**config.mk**
```make
export PLATFORM = sky130hd
export DESIGN_NAME = playfair_digraph_encrypt_core_flat
export DESIGN_NICKNAME = d
export VERILOG_FILES = /design/src/rtl/pfde_pkg.sv /design/src/rtl/pfde_in_if.sv /design/src/rtl/pfde_out_if.sv /design/src/rtl/playfair_digraph_encrypt_core.sv /design/src/rtl/pfde_ram.sv /design/src/flat_wrapper.sv
export VERILOG_INCLUDE_DIRS = /design/src /design/src/rtl
export SDC_FILE = /design/constraint.sdc
export NUM_CORES = 1
export LEC_CHECK = 0
export BUFFER_PORTS_ARGS = -buffer_cell sky130_fd_sc_hd__buf_2
export CORE_ASPECT_RATIO = 1.1
export CORE_MARGIN = 3
export CORE_UTILIZATION = 50
export CTS_CLUSTER_DIAMETER = 40
export CTS_CLUSTER_SIZE = 40
export DETAILED_ROUTE_END_ITERATION = 16
export PLACE_DENSITY = 0.79
export SKIP_LAST_GASP = 1
export SLEW_MARGIN = 20
export SYNTH_ARGS = -nofsm -noshare
export SYNTH_HDL_FRONTEND = slang
export SYNTH_SLANG_ARGS = --single-unit
```
**constraint.sdc**
```tcl
create_clock -name clk -period 5.5 [get_ports clk]
set_input_delay 1.1 -clock clk [delete_from_list [all_inputs] [get_ports clk]]
set_output_delay 1.1 -clock clk [all_outputs]
set_load 0.005 [all_outputs]
```
**src/rtl/playfair_digraph_encrypt_core_macros.svh**
```systemverilog
// ----------------------------------------------------------------------------
// Playfair digraph encrypt core assertion macros
// Shorthand for clocked, reset-qualified concurrent checks.
// ----------------------------------------------------------------------------
`ifndef PLAYFAIR_DIGRAPH_ENCRYPT_CORE_MACROS_SVH
`define PLAYFAIR_DIGRAPH_ENCRYPT_CORE_MACROS_SVH

`ifndef NO_ASSERTIONS

`define PFDE_ASSERT_SAME(lbl, ante, cons) \
  lbl: assert property (@(posedge clk) disable iff (!rst_n) (ante) |-> (cons)) \
    else $error("pfde check failed");

`define PFDE_ASSERT_NEXT(lbl, ante, cons) \
  lbl: assert property (@(posedge clk) disable iff (!rst_n) (ante) |=> (cons)) \
    else $error("pfde check failed");

`else

`define PFDE_ASSERT_SAME(lbl, ante, cons)
`define PFDE_ASSERT_NEXT(lbl, ante, cons)

`endif

`endif

```
**src/rtl/pfde_pkg.sv**
```systemverilog
// ----------------------------------------------------------------------------
// Playfair digraph encrypt package
// Shared types, constants and square geometry helpers.
// ----------------------------------------------------------------------------
package pfde_pkg;

  localparam int LETTERS        = 26;
  localparam int CELLS          = 25;
  localparam int LETTER_I       = 8;
  localparam int LETTER_J       = 9;
  localparam int DEFAULT_FILLER = 23;

  typedef logic [4:0] letter_t;
  typedef logic [4:0] cell_t;
  typedef logic [2:0] coord_t;
  typedef logic [1:0] op_t;

  localparam op_t OP_KEY  = 2'd0;
  localparam op_t OP_TEXT = 2'd1;
  localparam op_t OP_END  = 2'd2;

  typedef enum logic [2:0] {
    S_IDLE,
    S_EXEC,
    S_FILL,
    S_POS,
    S_SQ
  } state_t;

  function automatic letter_t fold_letter(input letter_t v);
    return (v == letter_t'(LETTER_J)) ? letter_t'(LETTER_I) : v;
  endfunction

  function automatic coord_t cell_row(input cell_t a);
    coord_t r;
    if (a >= cell_t'(20))      r = 3'd4;
    else if (a >= cell_t'(15)) r = 3'd3;
    else if (a >= cell_t'(10)) r = 3'd2;
    else if (a >= cell_t'(5))  r = 3'd1;
    else                       r = 3'd0;
    return r;
  endfunction

  function automatic coord_t cell_col(input cell_t a);
    coord_t r;
    cell_t  base;
    r    = cell_row(a);
    base = cell_t'({r, 2'b00}) + cell_t'(r);
    return coord_t'(a - base);
  endfunction

  function automatic cell_t cell_at(input coord_t r, input coord_t c);
    return cell_t'({r, 2'b00}) + cell_t'(r) + cell_t'(c);
  endfunction

  function automatic coord_t wrap_inc(input coord_t c);
    return (c == 3'd4) ? 3'd0 : coord_t'(c + 3'd1);
  endfunction

endpackage

```
**src/rtl/pfde_in_if.sv**
```systemverilog
// ----------------------------------------------------------------------------
// Playfair digraph encrypt input channel
// Valid/ready channel carrying one tagged letter word.
// ----------------------------------------------------------------------------
interface pfde_in_if;
  logic              valid;
  logic              ready;
  pfde_pkg::op_t     op;
  pfde_pkg::letter_t letter;

  modport source (output valid, output op, output letter, input ready);
  modport sink   (input valid, input op, input letter, output ready);
endinterface

```
**src/rtl/pfde_out_if.sv**
```systemverilog
// ----------------------------------------------------------------------------
// Playfair digraph encrypt result channel
// Valid/ready channel carrying one enciphered pair word.
// ----------------------------------------------------------------------------
interface pfde_out_if;
  logic              valid;
  logic              ready;
  pfde_pkg::letter_t cipher_first;
  pfde_pkg::letter_t cipher_second;

  modport source (output valid, output cipher_first, output cipher_second, input ready);
  modport sink   (input valid, input cipher_first, input cipher_second, output ready);
endinterface

```
**src/rtl/playfair_digraph_encrypt_core.sv**
```systemverilog
// ----------------------------------------------------------------------------
// Playfair digraph encrypt core
// Builds a 5x5 key square from key letters and enciphers text letter pairs.
// ----------------------------------------------------------------------------
// One word is taken at a time. A key letter, or a text letter that only opens a
// pair, is handled in S_EXEC alone; a word that yields a pair goes on to S_POS
// and S_SQ: the letter positions and then the square cells are looked up in turn
// through the read ports of the two RAMs. The first text letter also walks the
// alphabet once in S_FILL to finish the square. A finished pair waits in the output
// register while the next word is taken; a second pair stalls until it drains.
`include "playfair_digraph_encrypt_core_macros.svh"

module playfair_digraph_encrypt_core (
  input  logic              clk,
  input  logic              rst_n,
  pfde_in_if.sink           in_chan,
  pfde_out_if.source        out_chan,
  input  logic              cfg_wr_en,
  input  pfde_pkg::letter_t cfg_wr_data
);

  import pfde_pkg::*;

  state_t  state_r, state_nxt;
  op_t     op_r;
  letter_t letter_r;
  letter_t filler_r;
  logic [LETTERS-1:0] used_r, used_nxt;
  cell_t   fill_r, fill_nxt;
  logic    complete_r, complete_nxt;
  letter_t held_r, held_nxt;
  logic    holding_r, holding_nxt;
  letter_t walk_r, walk_nxt;
  logic    out_valid_r, out_valid_nxt;
  letter_t out_first_r, out_second_r;
  logic    out_load;

  letter_t v_fold, filler_eff, place_v;
  logic    v_ok, place_try, place_ok;

  logic    pos_re, sq_re;
  letter_t pos_ra_a, pos_ra_b;
  cell_t   pos_rd_a, pos_rd_b;
  cell_t   sq_ra_a, sq_ra_b;
  letter_t sq_rd_a, sq_rd_b;
  coord_t  r1, c1, r2, c2;

  assign in_chan.ready          = (state_r == S_IDLE);
  assign out_chan.valid         = out_valid_r;
  assign out_chan.cipher_first  = out_first_r;
  assign out_chan.cipher_second = out_second_r;

  assign v_ok       = (letter_r < letter_t'(LETTERS));
  assign v_fold     = fold_letter(letter_r);
  assign filler_eff = (filler_r >= letter_t'(LETTERS)) ? letter_t'(DEFAULT_FILLER)
                                                       : fold_letter(filler_r);
  assign place_ok   = place_try && (place_v < letter_t'(LETTERS)) &&
                      !used_r[place_v] && (fill_r < cell_t'(CELLS));

  assign r1 = cell_row(pos_rd_a);
  assign c1 = cell_col(pos_rd_a);
  assign r2 = cell_row(pos_rd_b);
  assign c2 = cell_col(pos_rd_b);

  always_comb begin
    state_nxt     = state_r;
    used_nxt      = used_r;
    fill_nxt      = fill_r;
    complete_nxt  = complete_r;
    held_nxt      = held_r;
    holding_nxt   = holding_r;
    walk_nxt      = walk_r;
    place_v       = v_fold;
    place_try     = 1'b0;
    pos_re        = 1'b0;
    pos_ra_a      = held_r;
    pos_ra_b      = v_fold;
    sq_re         = 1'b0;
    sq_ra_a       = '0;
    sq_ra_b       = '0;
    out_load      = 1'b0;

    case (state_r)
      S_IDLE: begin
        if (in_chan.valid) begin
          state_nxt = S_EXEC;
        end
      end
      S_EXEC: begin
        state_nxt = S_IDLE;
        case (op_r)
          OP_KEY: begin
            place_try = v_ok && !complete_r;
          end
          OP_TEXT: begin
            if (v_ok) begin
              if (!complete_r) begin
                walk_nxt  = '0;
                state_nxt = S_FILL;
              end else if (!holding_r) begin
                held_nxt    = v_fold;
                holding_nxt = 1'b1;
              end else begin
                pos_re    = 1'b1;
                state_nxt = S_POS;
                if (held_r == v_fold) begin
                  pos_ra_b = filler_eff;
                end else begin
                  holding_nxt = 1'b0;
                end
              end
            end
          end
          OP_END: begin
            if (holding_r) begin
              pos_re      = 1'b1;
              pos_ra_b    = filler_eff;
              holding_nxt = 1'b0;
              state_nxt   = S_POS;
            end
          end
          default: begin
            state_nxt = S_IDLE;
          end
        endcase
      end
      S_FILL: begin
        place_v   = walk_r;
        place_try = (walk_r != letter_t'(LETTER_J));
        walk_nxt  = walk_r + letter_t'(1);
        if (walk_r == letter_t'(LETTERS - 1)) begin
          complete_nxt = 1'b1;
          state_nxt    = S_EXEC;
        end
      end
      S_POS: begin
        sq_re = 1'b1;
        if (r1 == r2) begin
          sq_ra_a = cell_at(r1, wrap_inc(c1));
          sq_ra_b = cell_at(r2, wrap_inc(c2));
        end else if (c1 == c2) begin
          sq_ra_a = cell_at(wrap_inc(r1), c1);
          sq_ra_b = cell_at(wrap_inc(r2), c2);
        end else begin
          sq_ra_a = cell_at(r1, c2);
          sq_ra_b = cell_at(r2, c1);
        end
        state_nxt = S_SQ;
      end
      S_SQ: begin
        if (!out_valid_r || out_chan.ready) begin
          out_load  = 1'b1;
          state_nxt = S_IDLE;
        end
      end
      default: begin
        state_nxt = S_IDLE;
      end
    endcase

    if (place_ok) begin
      used_nxt = used_r | (LETTERS'(1) << place_v);
      fill_nxt = fill_r + cell_t'(1);
    end

    out_valid_nxt = out_load | (out_valid_r & ~out_chan.ready);
  end

  always_ff @(posedge clk) begin
    if (!rst_n) begin
      state_r     <= S_IDLE;
      filler_r    <= letter_t'(DEFAULT_FILLER);
      used_r      <= '0;
      fill_r      <= '0;
      complete_r  <= 1'b0;
      held_r      <= '0;
      holding_r   <= 1'b0;
      walk_r      <= '0;
      out_valid_r <= 1'b0;
    end else begin
      state_r     <= state_nxt;
      used_r      <= used_nxt;
      fill_r      <= fill_nxt;
      complete_r  <= complete_nxt;
      held_r      <= held_nxt;
      holding_r   <= holding_nxt;
      walk_r      <= walk_nxt;
      out_valid_r <= out_valid_nxt;
      if (cfg_wr_en) begin
        filler_r <= cfg_wr_data;
      end
    end
  end

  always_ff @(posedge clk) begin
    if (in_chan.valid && in_chan.ready) begin
      op_r     <= in_chan.op;
      letter_r <= in_chan.letter;
    end
    if (out_load) begin
      out_first_r  <= sq_rd_a;
      out_second_r <= sq_rd_b;
    end
  end

  // cell index of each letter
  pfde_ram #(
    .WIDTH (5),
    .DEPTH (LETTERS)
  ) u_pos_ram (
    .clk     (clk),
    .we      (place_ok),
    .waddr   (place_v),
    .wdata   (fill_r),
    .re      (pos_re),
    .raddr_a (pos_ra_a),
    .raddr_b (pos_ra_b),
    .rdata_a (pos_rd_a),
    .rdata_b (pos_rd_b)
  );

  // letter held in each cell
  pfde_ram #(
    .WIDTH (5),
    .DEPTH (CELLS)
  ) u_square_ram (
    .clk     (clk),
    .we      (place_ok),
    .waddr   (fill_r),
    .wdata   (place_v),
    .re      (sq_re),
    .raddr_a (sq_ra_a),
    .raddr_b (sq_ra_b),
    .rdata_a (sq_rd_a),
    .rdata_b (sq_rd_b)
  );

  `PFDE_ASSERT_SAME(a_fill_bound, 1'b1, fill_r <= cell_t'(CELLS))
  `PFDE_ASSERT_SAME(a_square_full, complete_r, fill_r == cell_t'(CELLS))
  `PFDE_ASSERT_NEXT(a_complete_sticky, complete_r, complete_r)
  `PFDE_ASSERT_NEXT(a_lookup_order, state_r == S_POS, state_r == S_SQ)

endmodule

```
**src/rtl/pfde_ram.sv**
```systemverilog
// ----------------------------------------------------------------------------
// Playfair digraph encrypt RAM
// Generic one-write, two-read memory with registered read data.
// ----------------------------------------------------------------------------
module pfde_ram #(
  parameter int WIDTH = 5,
  parameter int DEPTH = 25
) (
  input  logic                     clk,
  input  logic                     we,
  input  logic [$clog2(DEPTH)-1:0] waddr,
  input  logic [WIDTH-1:0]         wdata,
  input  logic                     re,
  input  logic [$clog2(DEPTH)-1:0] raddr_a,
  input  logic [$clog2(DEPTH)-1:0] raddr_b,
  output logic [WIDTH-1:0]         rdata_a,
  output logic [WIDTH-1:0]         rdata_b
);

  logic [WIDTH-1:0] mem [DEPTH];

  always_ff @(posedge clk) begin
    if (we) begin
      mem[waddr] <= wdata;
    end
    if (re) begin
      rdata_a <= mem[raddr_a];
      rdata_b <= mem[raddr_b];
    end
  end

endmodule
```
**src/flat_wrapper.sv**
```systemverilog
// flat-port wrapper written by rule: the top's interface ports become plain ports
module playfair_digraph_encrypt_core_flat import pfde_pkg::*;
  (clk, rst_n, cfg_wr_en, cfg_wr_data, in_chan_valid, in_chan_op, in_chan_letter, in_chan_ready, out_chan_valid, out_chan_cipher_first, out_chan_cipher_second, out_chan_ready);
  pfde_in_if in_chan_i ();
  pfde_out_if out_chan_i ();
  input  logic clk;
  input  logic rst_n;
  input  logic cfg_wr_en;
  input  pfde_pkg::letter_t cfg_wr_data;
  input wire logic [$bits(in_chan_i.valid)-1:0] in_chan_valid;
  input wire logic [$bits(in_chan_i.op)-1:0] in_chan_op;
  input wire logic [$bits(in_chan_i.letter)-1:0] in_chan_letter;
  output wire logic [$bits(in_chan_i.ready)-1:0] in_chan_ready;
  output wire logic [$bits(out_chan_i.valid)-1:0] out_chan_valid;
  output wire logic [$bits(out_chan_i.cipher_first)-1:0] out_chan_cipher_first;
  output wire logic [$bits(out_chan_i.cipher_second)-1:0] out_chan_cipher_second;
  input wire logic [$bits(out_chan_i.ready)-1:0] out_chan_ready;
  assign in_chan_i.valid = in_chan_valid;
  assign in_chan_i.op = in_chan_op;
  assign in_chan_i.letter = in_chan_letter;
  assign in_chan_ready = in_chan_i.ready;
  assign out_chan_valid = out_chan_i.valid;
  assign out_chan_cipher_first = out_chan_i.cipher_first;
  assign out_chan_cipher_second = out_chan_i.cipher_second;
  assign out_chan_i.ready = out_chan_ready;
  playfair_digraph_encrypt_core u_core (.clk(clk), .rst_n(rst_n), .in_chan(in_chan_i), .out_chan(out_chan_i), .cfg_wr_en(cfg_wr_en), .cfg_wr_data(cfg_wr_data));
endmodule
```
==> Word-level counts from Yosys, hierarchy flattened <==
Memory sizes are Yosys's and may differ from the RTL's. A register that Yosys moved wholly into a read port is not among the register bits.
Index checks and enable logic that the tools add are counted.
{ "totals": {"register_bits": 69, "mem_bits_rw": 255, "input_bits": 17, "out_inout_bits": 12, "n_memories": 2} }
{ "classes": {"add_sub_neg": 18, "order_cmp": 13, "eq_ne": 25, "shift": 1, "n_mux": 60, "n_bitwise": 5, "reduce_logical": 18} }
{ "memory_table": {"columns": ["name", "depth", "word_bits", "rd", "rd_clocked_by_memory_dff", "write_ports", "line_no", "text"], "rows": [
  ["u_core.u_pos_ram.mem", 26, 5, 2, 2, 1, "pfde_ram.sv:20", "logic [WIDTH-1:0] mem [DEPTH];"],
  ["u_core.u_square_ram.mem", 25, 5, 2, 2, 1, "pfde_ram.sv:20", null]
]} }
{ "op_table": {"columns": ["op", "count"], "rows": [
  ["$mux 5", 19],
  ["$add 5x3->5", 10],
  ["$mux 3", 15],
  ["$or 26x26->26", 1],
  ["$shl 1x5->26 const A", 1],
  ["$ge 5x4->1 const B", 4],
  ["$pmux 5 s2", 2],
  ["$mux 1", 17],
  ["$eq 3x3->1 const B", 5],
  ["$ge 5x5->1 const B", 3],
  ["$lt 5x5->1 const B", 3],
  ["$pmux 3 s5", 1],
  ["$add 3x1->3 const B", 4],
  ["$add 5x1->5 const B", 2],
  ["$eq 5x4->1 const B", 2],
  ["$ge 5x3->1 const B", 2],
  ["$ne 2x1->1 const B", 5],
  ["$reduce_and 4->1", 2],
  ["$eq 3x2->1 const B", 2],
  ["$eq 3x3->1", 2],
  ["$lt 5x6->1 const B", 1],
  ["$ne 2x2->1 const B", 3],
  ["$pmux 1 s2", 3],
  ["$pmux 3 s2", 1],
  ["21 further kinds", 30]
]} }

==> Depth between registers and ports, before layout <==
{ "depth": {"word_depth": 12, "ltp_mapped": 23, "mapped_depth_nobuf": 23} }

==> Modules after synthesis <==
From an unflattened synthesis, not the netlist that was laid out.
{ "hier_totals": {"cells_unflattened": 1330, "area_unflattened_um2": 17829.6} }
{ "modules_own_cells": {"columns": ["module", "instances", "cells_each", "area_per_inst_um2"], "rows": [
  ["pfde_ram at u_core.u_pos_ram", 1, 412, 6597.6],
  ["pfde_ram at u_core.u_square_ram", 1, 358, 6361.1],
  ["playfair_digraph_encrypt_core", 1, 560, 4870.9]
]} }

==> Least setup slack after synthesis <==
No wires, ideal clock.
{ "synth_timing": {"path_type": "register to register", "startpoint": "reg u_core.u_pos_ram.rdata_b[1] (read register of u_core.u_pos_ram.mem)", "endpoint": "reg u_core.u_square_ram.rdata_b[3] (read register of u_core.u_square_ram.mem), data pin", "setup_time_ns": 0.263, "arrival_ns": 4.835, "required_time_ns": 5.237, "path_slack_ns": 0.402, "stages_incl_launch_ff": 21, "path_buffers": 2, "cell_sequence": "edfxtp_1 maj3_1 a211o_1 and2_1 ha_1 inv_1 fa_1 nor2_1 a221o_1 nor3_4 fa_1 inv_1 fa_1 a21oi_1 a31o_2 buf_4 buf_2 nand2_1 o22ai_1 a211oi_1 a2111o_1"} }
{ "synth_via": {"elab_chain_cells": 12, "elab_cells_between_ends": 25, "classes_between": "8 x add/sub; 4 x order compare; 4 x eq/ne; 9 x mux"} }
{ "synth_lines": {"columns": ["item", "line_no", "text"], "rows": [
  ["start, declared", "pfde_ram.sv:17", "output logic [WIDTH-1:0] rdata_b"],
  ["$ge 5x3->1", "pfde_pkg.sv:39", "else if (a >= cell_t'(5)) r = 3'd1;"],
  ["$mux 1", "pfde_pkg.sv:39", null],
  ["$mux 3", "pfde_pkg.sv:38", "else if (a >= cell_t'(10)) r = 3'd2;"],
  ["$mux 3", "pfde_pkg.sv:37", "else if (a >= cell_t'(15)) r = 3'd3;"],
  ["$mux 3", "pfde_pkg.sv:36", "if (a >= cell_t'(20)) r = 3'd4;"],
  ["$add 5x3->5, or another cell as far along", "pfde_pkg.sv:53", "return cell_t'({r, 2'b00}) + cell_t'(r) + cell_t'(c);"],
  ["$sub 3x3->3 / $mux 3 (equally long branches)", "pfde_pkg.sv:49, pfde_pkg.sv:57", null],
  ["$add 3x1->3, or another cell as far along", "pfde_pkg.sv:57", "return (c == 3'd4) ? 3'd0 : coord_t'(c + 3'd1);"],
  ["$mux 3 / $add 5x3->5 (equally long branches)", "pfde_pkg.sv:57, pfde_pkg.sv:53", null],
  ["$add 5x3->5 / $mux 5 (equally long branches)", "pfde_pkg.sv:53, playfair_digraph_encrypt_core.sv:141", null],
  ["$mux 5 *", "playfair_digraph_encrypt_core.sv:138", "if (r1 == r2) begin"],
  ["$mux 5 *", "playfair_digraph_encrypt_core.sv:83", "case (state_r)"],
  ["end, declared", "pfde_ram.sv:17", null]
]} }
Every way passes the cells marked *; elsewhere a longest branch is shown, timed or not.
A chain may end at the register's enable or synchronous reset.

==> Worst setup path in the final report <==
{ "layout_timing": {"startpoint": "reg u_core.u_pos_ram.rdata_b[3] (read register of u_core.u_pos_ram.mem)", "endpoint": "reg u_core.u_square_ram.rdata_b[2] (read register of u_core.u_square_ram.mem), data pin"} }
{ "layout_via": {"elab_chain_cells": 12, "elab_cells_between_ends": 25, "classes_between": "8 x add/sub; 4 x order compare; 4 x eq/ne; 9 x mux"} }
{ "layout_lines": {"columns": ["item", "line_no"], "rows": [
  ["$ge 5x3->1", "pfde_pkg.sv:39"],
  ["$mux 1", "pfde_pkg.sv:39"],
  ["$mux 3", "pfde_pkg.sv:38"],
  ["$mux 3", "pfde_pkg.sv:37"],
  ["$mux 3 *", "pfde_pkg.sv:36"],
  ["$add 5x3->5, or another cell as far along", "pfde_pkg.sv:53"],
  ["$sub 3x3->3 / $mux 3 (equally long branches)", "pfde_pkg.sv:49, pfde_pkg.sv:57"],
  ["$add 3x1->3, or another cell as far along", "pfde_pkg.sv:57"],
  ["$mux 3 / $add 5x3->5 (equally long branches)", "pfde_pkg.sv:57, pfde_pkg.sv:53"],
  ["$add 5x3->5 / $mux 5 (equally long branches)", "pfde_pkg.sv:53, playfair_digraph_encrypt_core.sv:141"],
  ["$mux 5 *", "playfair_digraph_encrypt_core.sv:138"],
  ["$mux 5 *", "playfair_digraph_encrypt_core.sv:83"]
]} }
Marked as above.

==> impl_metrics.tcl <==
set metrics [dict create \
    via_per_inst 6.294 \
    cp_slowest_stage_delay_ns 0.42 \
    crit_path_max_fanout 14 \
    async_reset_ff_frac 0 \
    drv_slew 0 \
    power_density_nw_per_um2 283.9 \
    seq_area_um2 9813 \
    p_sw_frac 0.2434 \
    clock_latency_ns 0.56 \
    fillers 2773 \
    coreArea_um2 35400 \
    holdPathEnd "u_core.out_chan.cipher_second[1]$_DFFE_PP_" \
    totalWireLength_um 45690 \
    synth_edf_count 292 \
    max_cap_viol_count 0 \
    ant_nets 0 \
    final_cells 2053 \
    tns_ns 0 \
    antenna_cells 0 \
    synth_cells 1502 \
    internal_power_mw 4.359 \
    hold_start "u_core.u_square_ram.rdata_b[1]$_DFFE_PP_" \
    post-place-cells 1969 \
    drt_first_pass_iters 6 \
    synth-simple-area-share 0.1277 \
    gp_congestion 0.9318 \
    synth_compound_area_frac 0.1181 \
    power.switching_mw 1.402 \
    r2r_slack_ns 0.25 \
    dp.final_hpwl_um 31060 \
    worstSetupPathType "reg2reg" \
    max_freq_mhz 190.6 \
    drc_errors 0 \
    post-route-util 0.5732 \
    slowest_stage "edfxtp_1" \
    track_usage 0.2341 \
    path_clk_slew_ns 0.06 \
    synth_xor_area_frac 0.01345 \
    ys_ff_latch 344 \
    crit_required_ns 5.78 \
    synthesis.area_um2 18050 \
    port_buffers 28 \
    hold_viol_final 0 \
    grt_max_degree 56 \
    die_x_um 187.1 \
    worst_r2r_path_depth 22 \
    boundaryPins 29 \
    crit_arrival_ns 5.53 \
    start_util 0.5098 \
    synth_seq_area_share 0.5435 \
    tritoncts "built" \
    clockRootBuffer "clkbuf_16" \
    grt_pass1_wl_um 70880 \
    dieArea_um2 38410 \
    status "complete, no violations" \
    pwr-share-seq 0.493 \
    synth_nets 1568 \
    slew_headroom 0.3526 \
    area_growth_pct 12.45 \
    min_path_type "reg2reg" \
    synthAdderAreaFrac 0.03924 \
    dr_total_vias 12920 \
    fin_worst_skew_ns 0.02941 \
    synth.avg_cell_area_um2 12.02 \
    tightestPinTransition_ns 0.9711 \
    clock_path_buffers 3 \
    cts_made_buffers 39 \
    cts.sinks 344 \
    synth_top_family_by_area "simple AND/OR/NAND/NOR gates" \
    finalCritPeriodShare 0.9538 \
    die_y_um 205.3 \
    final_common_cell "edfxtp_1" \
    clkPwrFrac 0.456 \
    end_kind "flop" \
    r2r-start "u_core.u_pos_ram.rdata_b[3]$_DFFE_PP_" \
    postLayoutCellArea_um2 20290 \
    hold_buffers 0 \
    yosys_warnings 0 \
    p_leak_nw 7.057 \
    drive_above_1_share 0.1902 \
    antenna_found_initial 0 \
    final_cell_mix "edfxtp_1 (292), nand2_1 (209), nor2_1 (106)" \
    grt_pass1_vias 12630 \
    placed_area_um2 18750 \
    whs_ns 0.4197 \
    ys_types 85 \
    drt-initial-drc-count 1524 \
    multi_input_area_um2 7762 \
    vdd_drop_max_mv 0.2037 \
    grt_overflow_total 0 \
    path_cells "inv_1 -> maj3_1 -> a211o_1 -> and2_4 -> ha_1 -> inv_1 -> fa_2 -> nor2_1 -> a221o_1 -> nor3_4 -> a21oi_1 -> ha_1 -> inv_1 -> fa_1 -> a21oi_2 -> a21boi_4 -> buf_4 -> clkbuf_16 -> mux2_2 -> o22ai_1 -> nor3_1 -> a211o_1" \
    cp-start-kind "flop" \
    row_count 72 \
    p_comb_frac 0.051 \
    synthMuxAreaShare 0.1257 \
    r2r-end "u_core.u_square_ram.rdata_b[2]$_DFFE_PP_" \
    min_period_ns 5.246 \
    h-tree-depth 2 \
    yosys_most_used_dff "edfxtp_1" \
    finalSetupViolations 0 \
    cp_common_cell "inv_1" \
    routedWlPerCell_um 22.25 \
    min_path_cells 0 \
    fin_nets 1608 \
]
-- metal layers --
layer	share of wire	vias to the layer above	track usage
met4	0.038	0	0.09371
met1	0.40	6286	0.3134
met5	0	-	0
met3	0.094	129	0.03629
li1	-	5769	-
met2	0.47	737	0.3865
-- what timing repair did --
item / 4_1_cts / 5_1_grt
gates resized for setup: 0 / 14
setup endpoints to repair: 0 / 10
hold endpoints to repair: 0 / 0
setup buffers: 0 / 10
-- worst max-delay path by stage --
| stage | start | end | slack [ns] | cells past startpoint |
|---|---|---|---|---|
| 2_1_floorplan | u_core.u_pos_ram.rdata_b[1]$_DFFE_PP_ | u_core.u_square_ram.rdata_b[3]$_DFFE_PP_ | 0.40 | 20 |
| 3_3_place_gp | u_core.u_pos_ram.rdata_b[1]$_DFFE_PP_ | u_core.u_square_ram.rdata_b[3]$_DFFE_PP_ | 0.14 | 18 |
| 3_5_place_dp | u_core.u_pos_ram.rdata_b[1]$_DFFE_PP_ | u_core.u_square_ram.rdata_b[3]$_DFFE_PP_ | 0.08 | 18 |
| 4_1_cts | u_core.u_pos_ram.rdata_b[1]$_DFFE_PP_ | u_core.u_square_ram.rdata_b[3]$_DFFE_PP_ | 0.04 | 18 |
| 5_1_grt | u_core.u_pos_ram.rdata_b[3]$_DFFE_PP_ | u_core.u_square_ram.rdata_b[2]$_DFFE_PP_ | -0.01 | 22 |
| 6_report | u_core.u_pos_ram.rdata_b[3]$_DFFE_PP_ | u_core.u_square_ram.rdata_b[2]$_DFFE_PP_ | 0.25 | 22 |
-- cells in the mapped netlist (all sizes together), types with 15 or more instances --
cell type / n / share of area
nor2b: 21 / 0.0073
nor3: 18 / 0.0068
o21a: 32 / 0.013
mux2: 54 / 0.034
nand2: 216 / 0.047
a21o: 15 / 0.0062
mux2i: 74 / 0.043
and2: 22 / 0.0076
mux4: 39 / 0.049
inv: 40 / 0.0083
xor2: 15 / 0.0077
buf: 45 / 0.016
ha: 39 / 0.027
o22ai: 19 / 0.0069
nor2: 108 / 0.023
nand3: 56 / 0.017
a21oi: 61 / 0.018
clkbuf: 38 / 0.0079
edfxtp: 292 / 0.49
dfxtp: 52 / 0.058
o21ai: 31 / 0.0086
a211oi: 24 / 0.011
a32oi: 26 / 0.014
-- power by group through the flow --
stage	logic (mW)	clock network [mW]	registers, mW
2_1_floorplan	0.197	0	2.89
3_3_place_gp	0.278	0	2.90
3_5_place_dp	0.285	0	2.90
4_1_cts	0.287	2.66	2.84
5_1_grt	0.316	2.76	2.84
6_report	0.294	2.63	2.84
-- critical path, delay by kind of cell, from the launching register on --
| family | cells | cell delay (ns) |
|---|---|---|
| compound gates | 7 | 1.61 |
| fa+ha+maj | 5 | 1.38 |
| buf+inv | 5 | 0.59 |
| flops | 1 | 0.42 |
| mux | 1 | 0.38 |
| simple gates | 4 | 0.57 |
-- per-stage QoR --
| step | power (mW) | worst slack (ns) |
|---|---|---|
| 6_report | 5.761 | 0.2544 |
| 3_3_place_gp | 3.175 | 0.1440 |
| 2_1_floorplan | 3.088 | 0.4022 |
| 5_1_grt | 5.922 | -0.01212 |
| 4_1_cts | 5.787 | 0.03753 |
| 3_5_place_dp | 3.183 | 0.07946 |
-- area by class of cell --
cell class,instances,area share
Sequential cell,344,0.4835
Tap cell,481,0.02965
Clock buffer,39,0.04809
Timing Repair Buffer,82,0.03064
Multi-Input combinational cell,1034,0.3825
Clock inverter,32,0.01800
Inverter,41,0.007583
-- registers in the layout, indices dropped and copies added (netlist names) --
signal                         count
u_core.u_pos_ram.mem             130
u_core.u_square_ram.mem          125
u_core.used_r                     26
u_core.fill_r                      5
u_core.filler_r                    5
u_core.held_r                      5
u_core.letter_r                    5
u_core.out_chan.cipher_first       5
u_core.out_chan.cipher_second      5
u_core.u_pos_ram.rdata_a           5
u_core.u_pos_ram.rdata_b           5
u_core.u_square_ram.rdata_a        5
u_core.u_square_ram.rdata_b        5
u_core.walk_r                      5
u_core.state_r                     3
u_core.op_r                        2
u_core.complete_r                  1
u_core.holding_r                   1
u_core.out_chan.valid              1
-- cell families after synthesis --
logic type | Yosys count
multiplexers | 167
adder cells (fa/ha/maj) | 51
AND/OR/NAND/NOR | 493
buffers and inverters | 124
flip-flops | 344
XOR/XNOR | 26
AO/OA/AOI/OAI | 297
Power figures use the tool's default switching activity.
